`src/rtl/core/usts_pkg.sv`:
```
// usts_pkg: shared types and constants for the unordered set table unit
// no dependencies; used by usts_ctrl, usts_dpath and unordered_set_table_unit
`timescale 1ns / 1ps

package usts_pkg;

   // fixed field widths of the item ports
   localparam int CMD_W   = 2;
   localparam int KEY_W   = 32;
   localparam int COUNT_W = 9;

   // defaults for the top-level parameters
   localparam int DEF_CAPACITY  = 256;
   localparam int DEF_KEY_WIDTH = 32;

   // operation codes carried in req_cmd
   typedef enum logic [CMD_W-1:0] {
      OP_LOOKUP = 2'd0,
      OP_ADD    = 2'd1,
      OP_REMOVE = 2'd2,
      OP_CLEAR  = 2'd3
   } op_type;

   // controller to datapath commands
   typedef struct packed {
      logic start;       // latch item, reset scan pointer
      logic scan_step;   // issue next read and compare
      logic found;       // record hit, aim pointer past the matching entry
      logic shift_step;  // move one entry down
      logic append;      // write key at the end, count up
      logic set_drop;    // flag add refused on full table
      logic clear_cnt;   // empty the table
      logic dec;         // count down after a remove
      logic rsp_load;    // load the result register
   } cmd_type;

   // datapath to controller status
   typedef struct packed {
      op_type op;
      logic   hit;
      logic   match;
      logic   sweep_done;
      logic   full;
      logic   out_free;
   } status_type;

endpackage

```
`src/rtl/core/usts_ctrl.sv`:
```
// usts_ctrl: sequencing state machine for the unordered set table unit
// depends on usts_pkg; drives commands into usts_dpath
`timescale 1ns / 1ps

module usts_ctrl (
   input  logic                   clock,
   input  logic                   reset,
   input  logic                   req_valid,
   output logic                   req_stall,
   input  usts_pkg::status_type   st,
   output usts_pkg::cmd_type      cmd
);

   typedef enum logic [4:0] {
      S_IDLE  = 5'b00001,
      S_SCAN  = 5'b00010,
      S_EXEC  = 5'b00100,
      S_SHIFT = 5'b01000,
      S_RESP  = 5'b10000
   } state_type;

   state_type state_ff;
   state_type state_in;

   // one item in flight at a time
   assign req_stall = (state_ff != S_IDLE);

   // next state and command decode
   always_comb begin
      state_in = state_ff;
      cmd      = '0;
      unique case (state_ff)
         S_IDLE: begin
            if (req_valid) begin
               cmd.start = 1'b1;
               state_in  = S_SCAN;
            end
         end
         S_SCAN: begin
            if (st.match) begin
               cmd.found = 1'b1;
               state_in  = S_EXEC;
            end else if (st.sweep_done) begin
               state_in = S_EXEC;
            end else begin
               cmd.scan_step = 1'b1;
            end
         end
         S_EXEC: begin
            state_in = S_RESP;
            unique case (st.op)
               usts_pkg::OP_ADD: begin
                  if (!st.hit) begin
                     if (st.full) begin
                        cmd.set_drop = 1'b1;
                     end else begin
                        cmd.append = 1'b1;
                     end
                  end
               end
               usts_pkg::OP_REMOVE: begin
                  if (st.hit) begin
                     state_in = S_SHIFT;
                  end
               end
               usts_pkg::OP_CLEAR: begin
                  cmd.clear_cnt = 1'b1;
               end
               default: begin
               end
            endcase
         end
         S_SHIFT: begin
            if (st.sweep_done) begin
               cmd.dec  = 1'b1;
               state_in = S_RESP;
            end else begin
               cmd.shift_step = 1'b1;
            end
         end
         S_RESP: begin
            if (st.out_free) begin
               cmd.rsp_load = 1'b1;
               state_in     = S_IDLE;
            end
         end
         default: begin
            state_in = S_IDLE;
         end
      endcase
   end

   // state register
   always_ff @(posedge clock) begin
      if (reset) begin
         state_ff <= S_IDLE;
      end else begin
         state_ff <= state_in;
      end
   end

   // an accepted item always starts a scan
   a_accept_scan: assert property (@(posedge clock) disable iff (reset)
      (req_valid && !req_stall) |=> (state_ff == S_SCAN))
      else $error("accepted item did not start a scan");

   // shifting only follows a remove that found its key
   a_shift_remove: assert property (@(posedge clock) disable iff (reset)
      (state_ff == S_SHIFT) |-> (st.op == usts_pkg::OP_REMOVE && st.hit))
      else $error("shift without a successful remove");

endmodule

```
`config.mk`:
```
export PLATFORM = sky130hd
export DESIGN_NAME = usts_ctrl
export DESIGN_NICKNAME = d
export VERILOG_FILES = /design/src/rtl/core/usts_pkg.sv /design/src/rtl/core/usts_ctrl.sv
export SDC_FILE = /design/constraint.sdc
export NUM_CORES = 1
export LEC_CHECK = 0
export BUFFER_PORTS_ARGS = -buffer_cell sky130_fd_sc_hd__buf_2
export CORE_AREA = 4 4 41 43
export CTS_BUF_LIST = sky130_fd_sc_hd__clkbuf_8
export DETAILED_ROUTE_END_ITERATION = 16
export DIE_AREA = 0 0 45 47
export GPL_ROUTABILITY_DRIVEN = 0
export MAX_ROUTING_LAYER = met4
export PLACE_DENSITY = 0.69
export SYNTH_ARGS = -nofsm -noshare
export SYNTH_HDL_FRONTEND = slang
export SYNTH_SLANG_ARGS = --single-unit
```
`constraint.sdc`:
```
create_clock -name clock -period 1.4 [get_ports clock]
set_input_delay 0.07 -clock clock [delete_from_list [all_inputs] [get_ports clock]]
set_output_delay 0.07 -clock clock [all_outputs]
set_load 0.05 [all_outputs]
```
==> results of run 1 <==
path summary, 6_finish.rpt:
check,start,to,slack [ps],cells after the start
max,state_ff[1],cmd[3],-250,5
min,reset,state_ff[3],80,2
max reg2reg,state_ff[1],state_ff[0],-160,5
min reg2reg,state_ff[0],state_ff[2],650,4
stage by stage:
| step | instance area [sq um] | hold WS [ps] | util |
|---|---|---|---|
| 6_report | 843 | 84.6 | 0.648 |
| 5_1_grt | 843 | 87.7 | 0.648 |
| 4_1_cts | 783 | 81.0 | 0.602 |
| 3_5_place_dp | 631 | 316 | 0.485 |
| 3_3_place_gp | 631 | 297 | 0.485 |
| 2_1_floorplan | 438 | 142 | - |
cell usage after synthesis, drive strengths merged:
| cell type | number |
|---|---|
| or3 | 2 |
| o21ai | 1 |
| and2 | 1 |
| inv | 3 |
| o22ai | 1 |
| nand2 | 3 |
| o21a | 1 |
| nand4b | 1 |
| nor2b | 2 |
| dfxtp | 5 |
| and3 | 3 |
| nor3b | 1 |
| nand3b | 2 |
| nor4b | 2 |
| o311ai | 1 |
| nand3 | 1 |
| xor2 | 1 |
| or2 | 1 |
| nand2b | 1 |
| nor2 | 5 |
| buf | 1 |
| a21oi | 2 |
| nor3 | 2 |
| and2b | 1 |
| nor4 | 3 |
| or4 | 1 |
final cells by class:
class,count,area (sq um),share of cell area
tap,15,18.8,0.0223
clock inverter,1,3.75,0.00445
clock buffer,3,41.3,0.0490
sequential,5,106,0.126
inverter,3,15.0,0.0178
multi-input combinational,39,368,0.436
timing repair buffer,35,290,0.344
power groups by stage:
| stage | combinational (uW) | sequential, uW | clock [uW] |
|---|---|---|---|
| 6_report | 259 | 161 | 253 |
| 5_1_grt | 276 | 161 | 268 |
| 4_1_cts | 223 | 159 | 257 |
| 3_5_place_dp | 197 | 159 | 0 |
| 3_3_place_gp | 192 | 159 | 0 |
| 2_1_floorplan | 127 | 161 | 0 |
cells by family (layout without fill, tap and decap cells):
logic type | count (synthesis) | count (layout) | share of synthesized area
XOR/XNOR | 1 | 1 | 0.0218
flip-flops | 5 | 5 | 0.249
buffers and inverters | 4 | 42 | 0.0561
AND/OR/NAND/NOR | 32 | 32 | 0.579
AO/OA/AOI/OAI | 6 | 6 | 0.0935
layer usage:
layer  GRT usage  vias up  share of wire
met5           -        -              0
met4      0.0819        0              0
met3      0.0268        0          0.035
met2       0.277       13           0.59
met1       0.153      251           0.37
li1            -      253              -
timing repair:
| action | 4_1_cts | 5_1_grt |
|---|---|---|
| endpoints found under the hold margin | 0 | 0 |
| gates resized for setup | 31 | 9 |
| pin swaps | 2 | 4 |
| endpoints found under the setup margin | 13 | 13 |
| setup buffers | 1 | 3 |
==> results.py, run 1 <==
metrics = {
    "logic_synthesis": {
        "ys_seq_elements": 5,
        "syn_inst": 48,
        "synth_area_sq_um": 402,
        "syn_nets": 58,
        "synth_top_area_frac": 0.249,
        "yosys_warnings": 0,
        "ys_types": 28,
        "synthTopCellsByArea": "dfxtp_1 25%, nand4b_4 5.9%, and3_1 4.7%",
        "synth.largest_area_cell": "dfxtp_1",
        "syn_avg_cell_area_sq_um": 8.37,
        "ys_seq_area_frac": 0.249,
    },
    "power": {
        "p_leak_uw": 0.000389,
        "ir_drop_mv": 0.523,
        "seq_power_share": 0.239,
        "power_uw": 673,
        "internal_power_uw": 463,
        "p_sw_uw": 210,
        "clockPowerShare": 0.376,
        "power_density_mw_per_mm2": 798,
        "switching_share": 0.312,
        "combPwrFrac": 0.385,
    },
    "clocking": {
        "htreeDepth": 1,
        "clk-insertion-delay-late_ps": 220,
        "cts-buffers-inserted": 3,
        "clk_pin_slew_ps": 40,
        "cts_tree": "done",
        "cts_root_buf": "clkbuf_8",
        "cts.sinks": 5,
        "holdBufCountCts": 0,
        "clk_path_buf_depth": 2,
    },
    "setup_path": {
        "arrival_ps": 1580,
        "cp_slowest_cell": "or3_4",
        "path_buf_inv": 1,
        "cp_max_fo": 2,
        "slowest_delay_ps": 410,
        "cp_top_family": "simple AND/OR/NAND/NOR gates",
        "startpoint_type": "flop",
        "path_class": "flop to primary output",
        "cp-end-kind": "primary output",
        "worstPathRequired_ps": 1330,
        "path_cells": "or3_4 > nor2b_4 > nand2_4 > nor4b_4 > buf_6",
    },
    "grt": {
        "grt_pass1_vias": 554,
        "overflow": 0,
        "antenna_found_initial": 0,
        "grt.total_usage": 0.152,
        "grt_pass1_wl_microns": 2270,
        "grt_max_degree": 9,
    },
    "routing": {
        "postRouteWirelength_microns": 1350,
        "postRouteAntennaNets": 0,
        "wire_per_inst_microns": 13.3,
        "drt_iter0_drc": 2,
        "viasPerCell": 5.12,
        "vias": 517,
        "drcViolationCount": 0,
        "drt_pre_antenna_iters": 2,
    },
    "finish": {
        "n_fill_cell": 113,
        "drive_gt1_frac": 0.709,
        "biggestRegsByFlops": "state_ff: 5 flops",
        "layout.nets": 97,
        "final_common_cell": "buf_4",
        "area_growth_pct": 110,
        "largest-register": "state_ff",
        "largest_register_ffs": 5,
        "antenna_cells": 0,
        "layout.cells.non_filler": 101,
        "final_cell_mix": "13 x buf_4, 10 x buf_2, 10 x buf_6",
    },
    "sta": {
        "fin_crit_sh": 1.18,
        "finalMaxSlewViolations": 0,
        "skew_ps": 3.42,
        "fin_tns_setup_ps": -1550,
        "rsz0062_at_grt": "yes",
        "period_needed_ps": 1650,
        "worst_pin_slew_ps": 267,
        "hold_viol": 0,
        "setup_viol_count_final": 11,
        "max_freq_mhz": 607,
        "maxSlewHeadroom": 0.819,
        "layout_setup_ws_ps": -248,
    },
    "die": {
        "die_x_microns": 45,
        "num_rows": 13,
        "ios": 20,
        "initial_core_util": 0.309,
        "die-area_sq_mm": 0.00212,
        "fp.dieH_microns": 47,
        "fp.coreArea_sq_mm": 0.00130,
    },
    "worst_hold_path": {
        "hold_path_class": "primary input to flop",
    },
    "outcome": {
        "violations": "negative setup slack",
        "status": "finished, violations left",
    },
    "place": {
        "numPortBuffers": 19,
        "preCtsSetupSlack_ps": -140,
        "post-place-cells": 93,
        "place_hpwl_microns": 1010,
    },
    "flow_run": {
        "drv_cap": 0,
    },
}
Note: power is estimated with default switching activity, not from simulation.
==> run 2, diff against run 1 <==
--- a/config.mk
+++ b/config.mk
@@ -5,6 +5,7 @@
 export SDC_FILE = /design/constraint.sdc
 export NUM_CORES = 1
 export LEC_CHECK = 0
+export ABC_AREA = 1
 export BUFFER_PORTS_ARGS = -buffer_cell sky130_fd_sc_hd__buf_2
 export CORE_AREA = 4 4 41 43
 export CTS_BUF_LIST = sky130_fd_sc_hd__clkbuf_8
@@ -12,7 +13,7 @@
 export DIE_AREA = 0 0 45 47
 export GPL_ROUTABILITY_DRIVEN = 0
 export MAX_ROUTING_LAYER = met4
-export PLACE_DENSITY = 0.69
+export PLACE_DENSITY = 0.68
 export SYNTH_ARGS = -nofsm -noshare
 export SYNTH_HDL_FRONTEND = slang
 export SYNTH_SLANG_ARGS = --single-unit
==> results.py, run 2 <==
metrics = {
    "finish": {
        "n_fill_cell": 123,
        "final_cell_mix": "16 x inv_1, 12 x buf_4, 11 x nor2_1",
        "area_growth_pct": 86.1,
        "drive_gt1_frac": 0.510,
        "largest-register": "state_ff",
        "design_area_sq_um": 736,
        "final_util": 0.565,
        "biggestRegsByFlops": "state_ff: 5 flops",
        "final_common_cell": "inv_1",
        "layout.nets": 107,
        "largest_register_ffs": 5,
        "antenna_cells": 0,
    },
    "setup_path": {
        "startpoint_type": "flop",
        "path_class": "flop to primary output",
        "worstReg2RegStart": "state_ff[0]",
        "reg2reg_depth": 8,
        "cp-startpoint": "state_ff[0]",
        "crit_end": "cmd[3]",
        "rrSetupSlack_ps": 110,
        "cp_max_fo": 4,
        "arrival_ps": 1350,
        "cp-end-kind": "primary output",
        "worstPathRequired_ps": 1330,
        "worst_r2r_endpoint": "state_ff[4]",
    },
    "clocking": {
        "htreeDepth": 1,
        "clk_path_buf_depth": 2,
        "clk_pin_slew_ps": 40,
        "cts-buffers-inserted": 3,
        "cts_tree": "done",
        "clk-insertion-delay-late_ps": 220,
        "cts_root_buf": "clkbuf_8",
        "cts.sinks": 5,
    },
    "power": {
        "p_leak_uw": 0.000409,
        "power_density_mw_per_mm2": 1020,
        "power_uw": 748,
        "ir_drop_mv": 0.805,
    },
    "logic_synthesis": {
        "synth_common_cells": "15 x inv_1, 14 x nor2_1, 8 x nand2_1",
        "ys_seq_elements": 5,
        "synthFlopType": "dfxtp_1",
        "synth-async-reset-ratio": 0,
        "syn_nets": 74,
        "yosys.cell_count.top_type": "inv_1",
        "synthTopCellsByArea": "dfxtp_1 25%, inv_1 14%, nor2_1 13%",
        "syn_avg_cell_area_sq_um": 6.18,
        "ys_types": 15,
        "synth_edf_count": 0,
        "synth.largest_area_cell": "dfxtp_1",
        "synth_top_area_frac": 0.253,
        "syn_inst": 64,
        "synth_area_sq_um": 395,
        "ys_seq_area_frac": 0.253,
        "yosys_warnings": 0,
    },
    "grt": {
        "grt_max_degree": 7,
        "grt.total_usage": 0.134,
        "grt_pass1_vias": 498,
        "grt_pass1_wl_microns": 1960,
        "overflow": 0,
        "antenna_found_initial": 0,
    },
    "die": {
        "die-area_sq_mm": 0.00212,
        "num_rows": 13,
        "ios": 20,
        "fp.coreArea_sq_mm": 0.00130,
        "initial_core_util": 0.304,
        "fp.dieH_microns": 47,
        "die_x_microns": 45,
    },
    "routing": {
        "drt_iter0_drc": 7,
        "postRouteAntennaNets": 0,
        "postRouteWirelength_microns": 1210,
        "drcViolationCount": 0,
        "wire_per_inst_microns": 10.9,
        "vias": 502,
        "viasPerCell": 4.52,
        "drt_pre_antenna_iters": 4,
    },
    "outcome": {
        "status": "finished, violations left",
        "violations": "negative setup slack",
    },
    "place": {
        "numPortBuffers": 19,
        "place_area_sq_um": 574,
        "preCtsSetupSlack_ps": 50.9,
        "place_hpwl_microns": 870,
    },
    "flow_run": {
        "drv_cap": 0,
    },
    "sta": {
        "finalMaxSlewViolations": 0,
        "maxSlewHeadroom": 0.836,
        "hold_slack_ps": 4.66,
        "skew_ps": 0.224,
        "layout_setup_ws_ps": -19.0,
        "rsz0062_at_grt": "yes",
        "hold_viol": 0,
        "setup_viol_count_final": 2,
        "period_needed_ps": 1420,
        "worst_pin_slew_ps": 247,
        "fin_crit_sh": 1.01,
        "max_freq_mhz": 705,
    },
    "worst_hold_path": {
        "hold_path_class": "primary input to flop",
    },
}
==> run 2: changes by cell type after synthesis, sizes merged, moves of 3 or more <==
cell and delta:
nor2 +13, inv +12, nand2 +8, nand4 +5, nand3 +4, and3 -3
==> run 2: kinds of logic (layout without fill, tap and decap cells) <==
family	after synthesis	count (layout)	synth area share
and+or+nand+nor	42	42	0.573
buffers and inverters	15	47	0.142
DFF	5	5	0.253
AOI/OAI and AO/OA	2	2	0.0316
==> run 2: worst min-delay path by stage <==
stage	to	slack [ps]	cells after the start	startpoint
after floorplan	state_ff[3]	140	1	reset
after global placement	state_ff[3]	240	2	reset
after detailed placement	state_ff[3]	250	2	reset
after CTS	state_ff[3]	10	2	reset
after global routing	state_ff[3]	20	2	reset
final	state_ff[3]	5	2	reset
==> run 2: final cells by class <==
cell class                 instances  area [sq um]  area share
multi-input combinational         44           308       0.418
timing repair buffer              28           204       0.277
sequential                         5           104       0.141
inverter                          15          56.3      0.0765
clock buffer                       3          41.3      0.0561
tap                               15          18.8      0.0255
clock inverter                     1          3.75     0.00510
==> run 2: repair_timing <==
action                     CTS  global route
gates resized for setup      5            21
setup buffers                2             5
pin swaps                    1             4
hold buffers                 0             0
setup endpoints to repair    4             9
==> run 2: power by group <==
part / total, uW / switching (uW) / internal (uW) / leakage (uW)
combinational: 305 / 190 / 115 / 0.000341
sequential: 177 / 15.8 / 161 / 0.0000416
clock: 266 / 77.8 / 189 / 0.0000269
==> run 2: worst max-delay path, cell delays in order (launching register included) <==
cell and delay (ps):
dfxtp_2 330, nor2_4 160, nand4_4 120, nor4b_4 310, buf_6 190
==> run 2: through the flow <==
| step | setup TNS [ps] | std cells |
|---|---|---|
| global placement | 0 | 100 |
| CTS | -16.3 | 106 |
| finish | -27.2 | 111 |
| floorplan | -124 | 64 |
| detailed placement | 0 | 100 |
| global route | -276 | 111 |
==> run 2: routing by layer <==
metal,track usage,routed length (microns),vias up
met2,0.209,599,12
met1,0.151,524,225
met4,0.105,27,0
met5,-,0,-
li1,-,-,263
met3,0.0230,54,2
